==> src/rtl/btet_pkg.sv <==
// Shared types, codes and default sizes for the trigger box tracker.
package btet_pkg;

    localparam int MAX_TRIGGERS_DEF = 32;
    localparam int NUM_PLAYERS_DEF  = 2;
    localparam int COORD_BITS_DEF   = 16;

    localparam int FIELD_W    = 16;
    localparam int CMDQ_DEPTH = 2;
    localparam int RESQ_DEPTH = 2;
    localparam int CFG_IDX_W  = 2;

    localparam logic [1:0] MODE_REGISTER = 2'd0;
    localparam logic [1:0] MODE_CLEAR    = 2'd1;
    localparam logic [1:0] MODE_UPDATE   = 2'd2;

    localparam logic [CFG_IDX_W-1:0] REG_ENTER_EN = CFG_IDX_W'(0);
    localparam logic [CFG_IDX_W-1:0] REG_EXIT_EN  = CFG_IDX_W'(1);

    typedef enum logic [2:0] {
        KIND_ENTER      = 3'd0,
        KIND_EXIT       = 3'd1,
        KIND_DONE       = 3'd2,
        KIND_REGISTERED = 3'd3,
        KIND_FULL       = 3'd4,
        KIND_CLEARED    = 3'd5
    } t_kind;

    typedef enum logic [1:0] {
        OP_REGISTER,
        OP_CLEAR,
        OP_UPDATE,
        OP_IGNORE
    } t_op;

    typedef enum logic [1:0] {
        ST_IDLE,
        ST_WALK,
        ST_DONE
    } t_bstate;

    typedef struct packed {
        logic [1:0]         mode;
        logic               player;
        logic [FIELD_W-1:0] box_min_x;
        logic [FIELD_W-1:0] box_min_y;
        logic [FIELD_W-1:0] box_max_x;
        logic [FIELD_W-1:0] box_max_y;
    } t_in_item;

    typedef struct packed {
        t_kind      kind;
        logic [4:0] trigger_index;
        logic       player_slot;
        logic       last;
    } t_result;

    typedef struct packed {
        t_op      op;
        t_in_item item;
    } t_cmd;

endpackage

==> src/rtl/btet_fifo.sv <==
// Small register queue used for commands and for results.
module btet_fifo #(
    parameter type T     = logic,
    parameter int  DEPTH = 2
) (
    input  logic i_clk,
    input  logic i_rst_n,
    input  logic i_push,
    input  T     i_data,
    output logic o_full,
    input  logic i_pop,
    output logic o_empty,
    output T     o_data
);
    localparam int PTRW = (DEPTH > 1) ? $clog2(DEPTH) : 1;
    localparam int CNTW = $clog2(DEPTH + 1);

    T                r_mem [DEPTH];
    logic [PTRW-1:0] r_wptr, n_wptr;
    logic [PTRW-1:0] r_rptr, n_rptr;
    logic [CNTW-1:0] r_count, n_count;
    logic            do_push, do_pop;

    assign o_full  = (r_count == CNTW'(DEPTH));
    assign o_empty = (r_count == '0);
    assign o_data  = r_mem[r_rptr];
    assign do_push = i_push && !o_full;
    assign do_pop  = i_pop && !o_empty;

    always_comb begin
        n_wptr  = r_wptr;
        n_rptr  = r_rptr;
        n_count = r_count;
        if (do_push) begin
            n_wptr = (r_wptr == PTRW'(DEPTH - 1)) ? '0 : PTRW'(r_wptr + 1'b1);
        end
        if (do_pop) begin
            n_rptr = (r_rptr == PTRW'(DEPTH - 1)) ? '0 : PTRW'(r_rptr + 1'b1);
        end
        if (do_push && !do_pop) begin
            n_count = CNTW'(r_count + 1'b1);
        end else if (do_pop && !do_push) begin
            n_count = CNTW'(r_count - 1'b1);
        end
    end

    always_ff @(posedge i_clk) begin
        if (!i_rst_n) begin
            r_wptr  <= '0;
            r_rptr  <= '0;
            r_count <= '0;
        end else begin
            r_wptr  <= n_wptr;
            r_rptr  <= n_rptr;
            r_count <= n_count;
        end
    end

    always_ff @(posedge i_clk) begin
        if (do_push) begin
            r_mem[r_wptr] <= i_data;
        end
    end

endmodule

==> src/rtl/btet_front.sv <==
// Front end: takes input items, decodes the mode and queues commands.
module btet_front (
    input  logic              i_clk,
    input  logic              i_rst_n,
    input  logic              i_push,
    output logic              o_full,
    input  btet_pkg::t_in_item i_item,
    input  logic              i_pop,
    output logic              o_empty,
    output btet_pkg::t_cmd    o_cmd
);
    import btet_pkg::*;

    t_op  op;
    t_cmd cmd;
    logic q_full;
    logic enq;

    always_comb begin
        case (i_item.mode)
            MODE_REGISTER: op = OP_REGISTER;
            MODE_CLEAR:    op = OP_CLEAR;
            MODE_UPDATE:   op = OP_UPDATE;
            default:       op = OP_IGNORE;
        endcase
    end

    assign cmd.op   = op;
    assign cmd.item = i_item;
    assign o_full   = q_full;
    // unused mode is taken off the port but never queued
    assign enq      = i_push && !q_full && (op != OP_IGNORE);

    btet_fifo #(
        .T     (t_cmd),
        .DEPTH (CMDQ_DEPTH)
    ) u_cmdq (
        .i_clk   (i_clk),
        .i_rst_n (i_rst_n),
        .i_push  (enq),
        .i_data  (cmd),
        .o_full  (q_full),
        .i_pop   (i_pop),
        .o_empty (o_empty),
        .o_data  (o_cmd)
    );

endmodule

==> src/rtl/btet_back.sv <==
// Back end: trigger table, inside flags and the per-trigger walk for updates.
module btet_back #(
    parameter int MAX_TRIGGERS = btet_pkg::MAX_TRIGGERS_DEF,
    parameter int NUM_PLAYERS  = btet_pkg::NUM_PLAYERS_DEF,
    parameter int COORD_BITS   = btet_pkg::COORD_BITS_DEF
) (
    input  logic                           i_clk,
    input  logic                           i_rst_n,
    input  logic                           i_cfg_we,
    input  logic [btet_pkg::CFG_IDX_W-1:0] i_cfg_index,
    input  logic                           i_cfg_data,
    input  logic                           i_cmd_empty,
    input  btet_pkg::t_cmd                 i_cmd,
    output logic                           o_cmd_pop,
    input  logic                           i_res_full,
    output logic                           o_res_push,
    output btet_pkg::t_result              o_res
);
    import btet_pkg::*;

    localparam int IW      = (MAX_TRIGGERS > 1) ? $clog2(MAX_TRIGGERS) : 1;
    localparam int CW      = $clog2(MAX_TRIGGERS + 1);
    localparam int PLW     = (NUM_PLAYERS > 1) ? $clog2(NUM_PLAYERS) : 1;
    localparam int SRC_W   = (COORD_BITS < FIELD_W) ? COORD_BITS : FIELD_W;
    localparam int BOX_W   = 4 * COORD_BITS;

    function automatic logic signed [COORD_BITS-1:0] to_coord(input logic [FIELD_W-1:0] raw);
        logic signed [SRC_W-1:0] low;
        low = raw[SRC_W-1:0];
        return COORD_BITS'(low);
    endfunction

    function automatic logic axis_pass(
        input logic signed [COORD_BITS-1:0] tmin,
        input logic signed [COORD_BITS-1:0] tmax,
        input logic signed [COORD_BITS-1:0] pmin,
        input logic signed [COORD_BITS-1:0] pmax
    );
        logic a, b;
        a = ((tmin < pmin) || (tmin < pmax)) && ((tmax > pmin) || (tmax > pmax));
        b = ((pmin < tmin) || (pmax < tmin)) && ((pmin > tmax) || (pmax > tmax));
        return a || b;
    endfunction

    // trigger box memory, x/y min then x/y max
    logic [BOX_W-1:0]       r_boxes [MAX_TRIGGERS];
    logic [BOX_W-1:0]       r_rdata;
    logic [IW-1:0]          rd_addr;
    logic                   mem_we;
    logic [BOX_W-1:0]       in_box;

    logic [NUM_PLAYERS-1:0] r_flags [MAX_TRIGGERS];
    logic [NUM_PLAYERS-1:0] n_flags [MAX_TRIGGERS];
    logic [CW-1:0]          r_count, n_count;
    logic [IW-1:0]          r_idx, n_idx;
    logic [PLW-1:0]         r_player, n_player;
    logic [BOX_W-1:0]       r_pbox, n_pbox;
    logic                   r_en_enter, r_en_exit;
    t_bstate                r_state, n_state;

    logic                   upd_go;
    logic                   overlap, was;
    logic                   ev_enter, ev_exit, walk_stall, walk_end;

    assign in_box = {to_coord(i_cmd.item.box_min_x), to_coord(i_cmd.item.box_min_y),
                     to_coord(i_cmd.item.box_max_x), to_coord(i_cmd.item.box_max_y)};

    assign upd_go = (r_count != '0) && (r_en_enter || r_en_exit)
                    && (32'(i_cmd.item.player) < NUM_PLAYERS);

    assign overlap = axis_pass($signed(r_rdata[4*COORD_BITS-1 -: COORD_BITS]),
                               $signed(r_rdata[2*COORD_BITS-1 -: COORD_BITS]),
                               $signed(r_pbox[4*COORD_BITS-1 -: COORD_BITS]),
                               $signed(r_pbox[2*COORD_BITS-1 -: COORD_BITS]))
                  && axis_pass($signed(r_rdata[3*COORD_BITS-1 -: COORD_BITS]),
                               $signed(r_rdata[COORD_BITS-1:0]),
                               $signed(r_pbox[3*COORD_BITS-1 -: COORD_BITS]),
                               $signed(r_pbox[COORD_BITS-1:0]));
    assign was        = r_flags[r_idx][r_player];
    assign ev_enter   = overlap && !was && r_en_enter;
    assign ev_exit    = !overlap && was && r_en_exit;
    assign walk_stall = (ev_enter || ev_exit) && i_res_full;
    assign walk_end   = (CW'(r_idx) + 1'b1) == r_count;

    // next state
    always_comb begin
        n_state = r_state;
        case (r_state)
            ST_IDLE: begin
                if (!i_cmd_empty && !i_res_full && i_cmd.op == OP_UPDATE && upd_go) begin
                    n_state = ST_WALK;
                end
            end
            ST_WALK: begin
                if (!walk_stall && walk_end) begin
                    n_state = ST_DONE;
                end
            end
            ST_DONE: begin
                if (!i_res_full) begin
                    n_state = ST_IDLE;
                end
            end
            default: n_state = ST_IDLE;
        endcase
    end

    // outputs and datapath
    always_comb begin
        o_cmd_pop  = 1'b0;
        o_res_push = 1'b0;
        o_res      = '{kind: KIND_DONE, trigger_index: '0, player_slot: 1'b0, last: 1'b1};
        mem_we     = 1'b0;
        rd_addr    = '0;
        n_flags    = r_flags;
        n_count    = r_count;
        n_idx      = r_idx;
        n_player   = r_player;
        n_pbox     = r_pbox;
        case (r_state)
            ST_IDLE: begin
                if (!i_cmd_empty && !i_res_full) begin
                    o_cmd_pop = 1'b1;
                    case (i_cmd.op)
                        OP_REGISTER: begin
                            o_res_push = 1'b1;
                            if (r_count >= CW'(MAX_TRIGGERS)) begin
                                o_res.kind = KIND_FULL;
                            end else begin
                                mem_we                 = 1'b1;
                                n_flags[IW'(r_count)]  = '0;
                                n_count                = CW'(r_count + 1'b1);
                                o_res.kind             = KIND_REGISTERED;
                                o_res.trigger_index    = 5'(r_count);
                            end
                        end
                        OP_CLEAR: begin
                            o_res_push = 1'b1;
                            o_res.kind = KIND_CLEARED;
                            n_count    = '0;
                            for (int i = 0; i < MAX_TRIGGERS; i++) begin
                                n_flags[i] = '0;
                            end
                        end
                        OP_UPDATE: begin
                            if (upd_go) begin
                                n_idx    = '0;
                                n_player = PLW'(i_cmd.item.player);
                                n_pbox   = in_box;
                            end else begin
                                o_res_push = 1'b1;
                            end
                        end
                        default: o_cmd_pop = 1'b1;
                    endcase
                end
            end
            ST_WALK: begin
                rd_addr = r_idx;
                if (!walk_stall) begin
                    if (ev_enter || ev_exit) begin
                        o_res_push                = 1'b1;
                        o_res.kind                = ev_enter ? KIND_ENTER : KIND_EXIT;
                        o_res.trigger_index       = 5'(r_idx);
                        o_res.player_slot         = r_player[0];
                        o_res.last                = 1'b0;
                        n_flags[r_idx][r_player]  = ev_enter;
                    end
                    if (!walk_end) begin
                        n_idx   = IW'(r_idx + 1'b1);
                        rd_addr = n_idx;
                    end
                end
            end
            ST_DONE: begin
                o_res_push = !i_res_full;
            end
            default: ;
        endcase
    end

    always_ff @(posedge i_clk) begin
        if (!i_rst_n) begin
            r_state    <= ST_IDLE;
            r_count    <= '0;
            r_en_enter <= 1'b0;
            r_en_exit  <= 1'b0;
            for (int i = 0; i < MAX_TRIGGERS; i++) begin
                r_flags[i] <= '0;
            end
        end else begin
            r_state <= n_state;
            r_count <= n_count;
            r_flags <= n_flags;
            if (i_cfg_we) begin
                case (i_cfg_index)
                    REG_ENTER_EN: r_en_enter <= i_cfg_data;
                    REG_EXIT_EN:  r_en_exit  <= i_cfg_data;
                    default: ;
                endcase
            end
        end
    end

    always_ff @(posedge i_clk) begin
        r_idx    <= n_idx;
        r_player <= n_player;
        r_pbox   <= n_pbox;
    end

    // registered read is addressed by the next trigger index, so its data lines up with the trigger under test
    always_ff @(posedge i_clk) begin
        if (mem_we) begin
            r_boxes[IW'(r_count)] <= in_box;
        end
        r_rdata <= r_boxes[rd_addr];
    end

endmodule

==> src/rtl/box_trigger_enter_exit_tracker.sv <==
// Trigger box tracker: table of up to MAX_TRIGGERS boxes with per-player inside flags.
// Items go in through a two-deep command queue and results come out of a two-deep
// result queue, so either side may stall without holding the other. Register and
// clear items are handled in the back end idle state; an update with stored triggers,
// an enable set and a valid player is dispatched, walked one trigger per cycle
// (stalled while an event meets a full result queue) through the registered box
// read, then done; any other update gets a done result only. An unused mode is
// absorbed at the input. Enable registers are written via the always-ready cfg port.
module box_trigger_enter_exit_tracker #(
    parameter int MAX_TRIGGERS = btet_pkg::MAX_TRIGGERS_DEF,
    parameter int NUM_PLAYERS  = btet_pkg::NUM_PLAYERS_DEF,
    parameter int COORD_BITS   = btet_pkg::COORD_BITS_DEF
) (
    input  logic                           i_clk,
    input  logic                           i_rst_n,
    input  logic                           push,
    output logic                           full,
    input  btet_pkg::t_in_item             i_item,
    output logic                           empty,
    input  logic                           pop,
    output btet_pkg::t_result              o_result,
    input  logic                           i_cfg_valid,
    output logic                           o_cfg_ready,
    input  logic [btet_pkg::CFG_IDX_W-1:0] i_cfg_index,
    input  logic                           i_cfg_data
);
    import btet_pkg::*;

    t_cmd    cmd;
    logic    cmd_empty, cmd_pop;
    t_result res;
    logic    res_push, res_full;

    assign o_cfg_ready = 1'b1;

    btet_front u_front (
        .i_clk   (i_clk),
        .i_rst_n (i_rst_n),
        .i_push  (push),
        .o_full  (full),
        .i_item  (i_item),
        .i_pop   (cmd_pop),
        .o_empty (cmd_empty),
        .o_cmd   (cmd)
    );

    btet_back #(
        .MAX_TRIGGERS (MAX_TRIGGERS),
        .NUM_PLAYERS  (NUM_PLAYERS),
        .COORD_BITS   (COORD_BITS)
    ) u_back (
        .i_clk       (i_clk),
        .i_rst_n     (i_rst_n),
        .i_cfg_we    (i_cfg_valid && o_cfg_ready),
        .i_cfg_index (i_cfg_index),
        .i_cfg_data  (i_cfg_data),
        .i_cmd_empty (cmd_empty),
        .i_cmd       (cmd),
        .o_cmd_pop   (cmd_pop),
        .i_res_full  (res_full),
        .o_res_push  (res_push),
        .o_res       (res)
    );

    btet_fifo #(
        .T     (t_result),
        .DEPTH (RESQ_DEPTH)
    ) u_resq (
        .i_clk   (i_clk),
        .i_rst_n (i_rst_n),
        .i_push  (res_push),
        .i_data  (res),
        .o_full  (res_full),
        .i_pop   (pop),
        .o_empty (empty),
        .o_data  (o_result)
    );

endmodule

==> config.mk <==
export PLATFORM = sky130hd
export DESIGN_NAME = box_trigger_enter_exit_tracker
export DESIGN_NICKNAME = d
export VERILOG_FILES = /design/src/rtl/btet_pkg.sv /design/src/rtl/btet_fifo.sv /design/src/rtl/btet_front.sv /design/src/rtl/btet_back.sv /design/src/rtl/box_trigger_enter_exit_tracker.sv
export SDC_FILE = /design/constraint.sdc
export NUM_CORES = 2
export LEC_CHECK = 0
export BUFFER_PORTS_ARGS = -buffer_cell sky130_fd_sc_hd__buf_2
export CAP_MARGIN = 40
export CORE_AREA = 2 2 496 498
export DETAILED_ROUTE_END_ITERATION = 10
export DIE_AREA = 0 0 498 500
export MAX_ROUTING_LAYER = met4
export PLACE_DENSITY = 0.52
export SKIP_CTS_REPAIR_TIMING = 1
export SLEW_MARGIN = 20
export SYNTH_ARGS = -nofsm -noshare
export SYNTH_HDL_FRONTEND = slang
export SYNTH_HIERARCHICAL = 1
export SYNTH_SLANG_ARGS = --single-unit
==> constraint.sdc <==
create_clock -name i_clk -period 12.15 [get_ports i_clk]
set_input_delay 1.215 -clock i_clk [delete_from_list [all_inputs] [get_ports i_clk]]
set_output_delay 1.215 -clock i_clk [all_outputs]
set_load 0.02 [all_outputs]
# --- After elaboration in Yosys (flattened, before gate mapping) ---
# Memories as Yosys holds them, arrays and structs flattened. A register that Yosys moved wholly into a read port is not among the register bits.
# Cells that the tools add are included.
classes:
  n_mux: 72
  eq_ne: 22
  bitwise_logic: 4
  n_reduce_logical: 70
  magnitude_cmp: 23
  n_addsub: 11
op_table:
  columns: ["operator", "count"]
  rows:
  - ["2-to-1 mux 64 bit", 4]
  - ["case mux 64 bit (2 select lines)", 2]
  - ["greater-than comparator 16 bit", 8]
  - ["less-than comparator 16 bit", 8]
  - ["bitwise AND 64 bit", 1]
  - ["bitwise mux 64 bit", 1]
  - ["NOT 64 bit", 1]
  - ["2-to-1 mux 5 bit", 8]
  - ["logical AND 1 bit", 28]
  - ["2-to-1 mux 1 bit", 28]
  - ["2-to-1 mux 2 bit", 12]
  - ["demux 2 bit (select 5 bit)", 2]
  - ["2-to-1 mux 10 bit", 2]
  - ["greater-or-equal comparator 6 bit, second input constant", 3]
  - ["case mux 8 bit (2 select lines)", 1]
  - ["logical NOT 2 bit", 6]
  - ["logical OR 1 bit", 12]
  - ["less-than comparator 6 x 1 -> 1 bit, second input constant", 2]
  - ["inequality test 2 x 1 -> 1 bit, second input constant", 6]
  - ["NOT 5 -> 6 bit", 2]
  - ["case mux 2 bit (3 select lines)", 2]
  - ["case mux 6 bit (2 select lines)", 1]
  - ["AND reduction 4 bit", 3]
  - ["logical NOT 1 bit", 11]
  - ["other kinds (28)", 48]
word_totals:
  in_bits: 75
  ramBits: 2206
  mem_count: 3
  word_cells: 250
  ff_bits: 152
  out_inout_bits: 13
mem_list:
  columns: ["memory", "words", "width", "read_ports", "rd_clocked_by_memory_dff", "wr", "line_no", "source"]
  rows:
  - ["u_back.r_boxes", 32, 64, 1, 1, 1, "btet_back.sv:46", "logic [BOX_W-1:0] r_boxes [MAX_TRIGGERS];"]
  - ["u_front.u_cmdq.r_mem", 2, 69, 1, 1, 1, "btet_fifo.sv:18", "T r_mem [DEPTH];"]
  - ["u_resq.r_mem", 2, 10, 1, 1, 1, "btet_fifo.sv:18", null]

# --- Depth between registers and ports, before layout ---
logic_depth:
  ltp_word: 18
  depth_mapped: 20
  mapped_depth_nobuf: 18

# --- Modules after synthesis ---
# Netlist, hierarchy kept.
by_module_without_submodules:
  columns: ["module", "area_per_inst_um2", "cells_per_inst", "n_inst", "seq_area_each_um2"]
  rows:
  - ["btet_back", 90902.2, 6164, 1, 66363.6]
  - ["btet_fifo at u_front.u_cmdq", 5251.3, 240, 1, 4244.1]
  - ["btet_fifo at u_resq", 945.9, 57, 1, 700.7]
  - ["btet_front", 23.8, 4, 1, 0.0]
  - ["box_trigger_enter_exit_tracker", 11.3, 2, 1, 0.0]

# --- Worst setup path before layout ---
# No wires, ideal clock.
synth_timing:
  path_type: "reg-to-reg"
  startpoint: "reg u_resq.r_count[0]"
  endpoint: "mem u_back/r_boxes[0][0] (netlist bit), enable pin"
  path_buffers: 1
  path_stages_with_launch: 8
  setup_time_ns: 0.644
  arrival_ns: 7.456
  required_time_ns: 11.506
  period_less_slack_ns: 8.100
  setup_slack_ns: 4.050
  path_cell_list: "dfxtp_1 > nand2b_1 > inv_1 > clkbuf_1 > or4_1 > inv_1 > nand2b_1 > nor4_1"
synth_between:
  elab_chain_len: 7
synth_rtl:
  columns: ["element", "line_no", "source"]
  rows:
  - ["start: declaration", "btet_fifo.sv:21", "logic [CNTW-1:0] r_count, n_count;"]
  - ["start signal: assignment", "btet_fifo.sv:55", "r_count <= n_count;"]
  - ["equality test 2 bit", "btet_fifo.sv:24", "assign o_full = (r_count == CNTW'(DEPTH));"]
  - ["via res_full", "box_trigger_enter_exit_tracker.sv:32", "logic res_push, res_full;"]
  - ["logical NOT 1 bit", "btet_back.sv:122", "if (!i_cmd_empty && !i_res_full) begin"]
  - ["logical AND 1 bit", "btet_back.sv:122", null]
  - ["2-to-1 mux 1 bit", "btet_back.sv:122", null]
  - ["2-to-1 mux 1 bit", "btet_back.sv:120", "case (r_state)"]
  - ["2-to-1 mux 1 bit", "btet_back.sv:213", "if (mem_we) begin"]
  - ["2-to-1 mux 1 bit (implied by the code)", "btet_back.sv:214", "r_boxes[IW'(r_count)] <= in_box;"]
  - ["end: declaration", "btet_back.sv:46", null]
# The timed path passes the listed nets, and every way through them passes these cells.

# --- Worst setup path after layout ---
layout_timing:
  startpoint: "reg u_back.r_rdata[15], read port of u_back.r_boxes"
  endpoint: "reg u_back.r_rdata[23], read port of u_back.r_boxes"
layout_between:
  elab_chain_len: 12
  elab_cells_between_ends: 19
  cone_classes: "4 x order compare; 2 x mux; 13 x reduce/logical"
layout_rtl:
  columns: ["element", "line_no", "source"]
  rows:
  - ["start: declaration", "btet_back.sv:47", "logic [BOX_W-1:0] r_rdata;"]
  - ["greater-than comparator 16 bit, on equally long branches", "btet_back.sv:40, btet_back.sv:41", null]
  - ["logical OR 1 bit, on equally long branches", "btet_back.sv:40, btet_back.sv:41", null]
  - ["logical AND 1 bit, on equally long branches", "btet_back.sv:40, btet_back.sv:41", null]
  - ["logical OR 1 bit (*)", "btet_back.sv:42", "return a || b;"]
  - ["logical AND 1 bit (*)", "btet_back.sv:75", "&& axis_pass($signed(r_rdata[3*COORD_BITS-1 -: COORD_BITS]),"]
  - ["logical NOT 1 bit", "btet_back.sv:81", "assign ev_exit = !overlap && was && r_en_exit;"]
  - ["logical AND 1 bit (2 in series)", "btet_back.sv:81", null]
  - ["logical OR 1 bit (*)", "btet_back.sv:82", "assign walk_stall = (ev_enter || ev_exit) && i_res_full;"]
  - ["logical AND 1 bit (*)", "btet_back.sv:82", null]
  - ["2-to-1 mux 5 bit (*)", null, null]
  - ["2-to-1 mux 5 bit (*)", "btet_back.sv:120", null]
# Every way passes the cells marked *; elsewhere a longest branch is shown, timed or not.
# A chain may end at the register's enable or synchronous reset.

==> results.toml <==
[placement]
place_inst = 9531
port_buffers = 86
dp_hpwl_um = 159000
place.gp.congestion = 0.913

[worst_setup_path]
worstPathRequired_ns = 12.90
start_kind = "flop"
worst-r2r-setup-slack_ns = 5.23
cp.arrival_ns = 7.67
reg2reg_from = "u_back/r_rdata[15]$_DFF_P_"
r2r_end = "u_back/r_rdata[23]$_DFF_P_"
ff2ff_path_depth = 18
path_class = "reg2reg"
cp-startpoint = "u_back/r_rdata[15]$_DFF_P_"
path_max_fanout = 82
endpoint_kind = "flop"

[power]
swShare = 0.243
p_seq_frac = 0.504
p_per_area_nw_per_um2 = 182
switchingPower_w = 0.00490
p_leak_nw = 40.0
p_comb_frac = 0.101
clkPwrFrac = 0.395
intPower_w = 0.0152
irDropWorstVdd_mv = 0.116

[detailed_routing]
drtIter0Drc = 6068
antenna_left = 0
vias_per_cell = 5.83
wirelength_um = 298000
first_pass_iters = 7
drc = 0
num_vias = 58416
wl_per_cell_um = 29.7

[global_route]
track_usage = 0.241
antenna_found_initial = 13
grt_pass1_vias = 56503
busiest_layer = "met2"
grt_max_degree = 134
grt.met2_usage = 0.383
grt_use_met3 = 0.0298
grt-ovfl-total = 0
grt_pass1_wl_um = 421000
grt_use_met1 = 0.330

[die]
ios = 88
die_width_um = 498
fp.dieH_um = 500
core_um2 = 244000
rows = 182
die_area_um2 = 249000
start_util = 0.397

[sta]
period_minus_slack_ns = 6.92
worst_slew_pin_slew_ns = 1.06
fin_crit_sh = 0.569
relSlewSlack = 0.294
rsz0062_at_grt = "false"
setup_viol = 0
skew_ns = 0.0659
clock.fmax_mhz = 145
slew_violations = 0
hold-worst-slack_ns = 0.471
tns_ns = 0
hold_violations = 0

[clock_network]
clock_path_buffers = 4
cts.htree.levels = 5
cts_inserted_buffers = 282
cts-root-buf = "clkbuf_16"
cts_tree = "done"
clk_latency_ns = 0.94
clk_pin_slew_ns = 0.06
cts.sinks = 2420

[synthesis]
synthesis.nets = 6674
yosysWarnings = 6
synthCells = 6461
synth.avg_cell_area_um2 = 15.0
synthesis.area_um2 = 97000

[layout]
final_nets = 6812
regArea_um2 = 71200
area_growth_pct = 14.3
multiInputGateArea_um2 = 24100
final_util = 0.454
stdcell_count = 10025
drive_above_1_share = 0.117
fillCellCount = 21312

[hold_path]
hp-class = "in2reg"
hp-start = "i_item[31]"
holdPathEnd = "u_front/u_cmdq/r_mem[0][31]$_DFFE_PP_"
min_path_cells = 1

[outcome]
status = "completed"

[job]
maxCapViolCount = 0
-- layer usage --
metal	vias to the layer above	part of all wire	wire [µm]
met5	-	0	0
met4	0	0.023	6760
met3	439	0.065	19300
met2	2227	0.48	142000
met1	30418	0.43	129000
li1	25332	-	-
-- area by class of cell --
type                            instances  share of cell area
Antenna cell                            8            0.000181
Clock buffer                          393              0.0702
Clock inverter                         89             0.00684
Inverter                               88             0.00298
Multi-Input combinational cell       3536               0.217
Sequential cell                      2420               0.642
Tap cell                             3220              0.0363
Timing Repair Buffer                  271              0.0245
-- worst max-delay path by stage --
stage                                     end  slack [ns]  cells past startpoint
6_report           u_back/r_rdata[23]$_DFF_P_        5.23                     18
5_1_grt            u_back/r_rdata[39]$_DFF_P_        4.93                     17
4_1_cts            u_back/r_rdata[31]$_DFF_P_        5.28                     18
3_5_place_dp       u_back/r_rdata[10]$_DFF_P_        5.31                     17
3_3_place_gp        u_back/r_rdata[8]$_DFF_P_        4.31                     16
2_1_floorplan  u_back/r_boxes[0][0]$_DFFE_PP_        4.05                      7
-- critical path: stages, from the launching register on --
cell,delay [ns]
dfxtp_1,0.50
inv_1,0.16
ha_1,0.33
inv_1,0.09
a2111oi_0,0.51
o21ai_0,0.23
nor3_1,0.27
a21o_1,0.13
o22ai_1,0.09
a22oi_2,0.62
mux2i_4,0.60
mux2_2,0.30
o21a_4,0.56
buf_12,0.45
buf_4,0.58
a21oi_1,0.09
nor4_1,0.58
o32ai_1,0.24
buf_2,0.22
-- metrics by stage --
stage	total power, W	area (µm²)	setup slack, ns
after floorplan	0.0115	97000	4.05
after global placement	0.0123	101000	4.31
after detailed placement	0.0124	102000	5.31
after CTS	0.0203	111000	5.28
after global routing	0.0208	111000	4.93
final	0.0201	111000	5.23
-- registers in the layout, summed over array words and instances (netlist names), 2 cells and up, named ones only --
register,cells
u_back/r_rdata,64
u_resq/r_mem,20
u_back/r_boxes,2048
u_back/r_state,2
u_resq/r_count,2
u_front/u_cmdq/r_count,2
u_back/r_idx,5
u_back/r_pbox,64
u_front/u_cmdq/r_mem,134
u_back/r_count,6
u_back/r_flags,64
-- layout by cell type (no fill, tap or decap), types with 77 or more instances in the layout --
master / n
ha_1: 138
nor3_1: 77
buf_2: 94
clkbuf_16: 287
clkbuf_1: 86
nor4_1: 134
edfxtp_1: 2272
nand3_1: 286
mux2i_1: 659
buf_4: 117
nand2_1: 586
o31ai_1: 115
o21ai_0: 186
o22ai_1: 257
dfxtp_1: 147
a21oi_1: 511
inv_1: 87
-- power groups by stage --
stage / logic [W] / clock network, W / registers [W]
after detailed placement: 0.00204 / 0 / 0.0103
final: 0.00204 / 0.00796 / 0.0101
after CTS: 0.00205 / 0.00812 / 0.0101
after global placement: 0.00195 / 0 / 0.0103
after global routing: 0.00221 / 0.00842 / 0.0102
after floorplan: 0.00118 / 0 / 0.0103
Note: power is estimated with default switching activity, not from simulation.
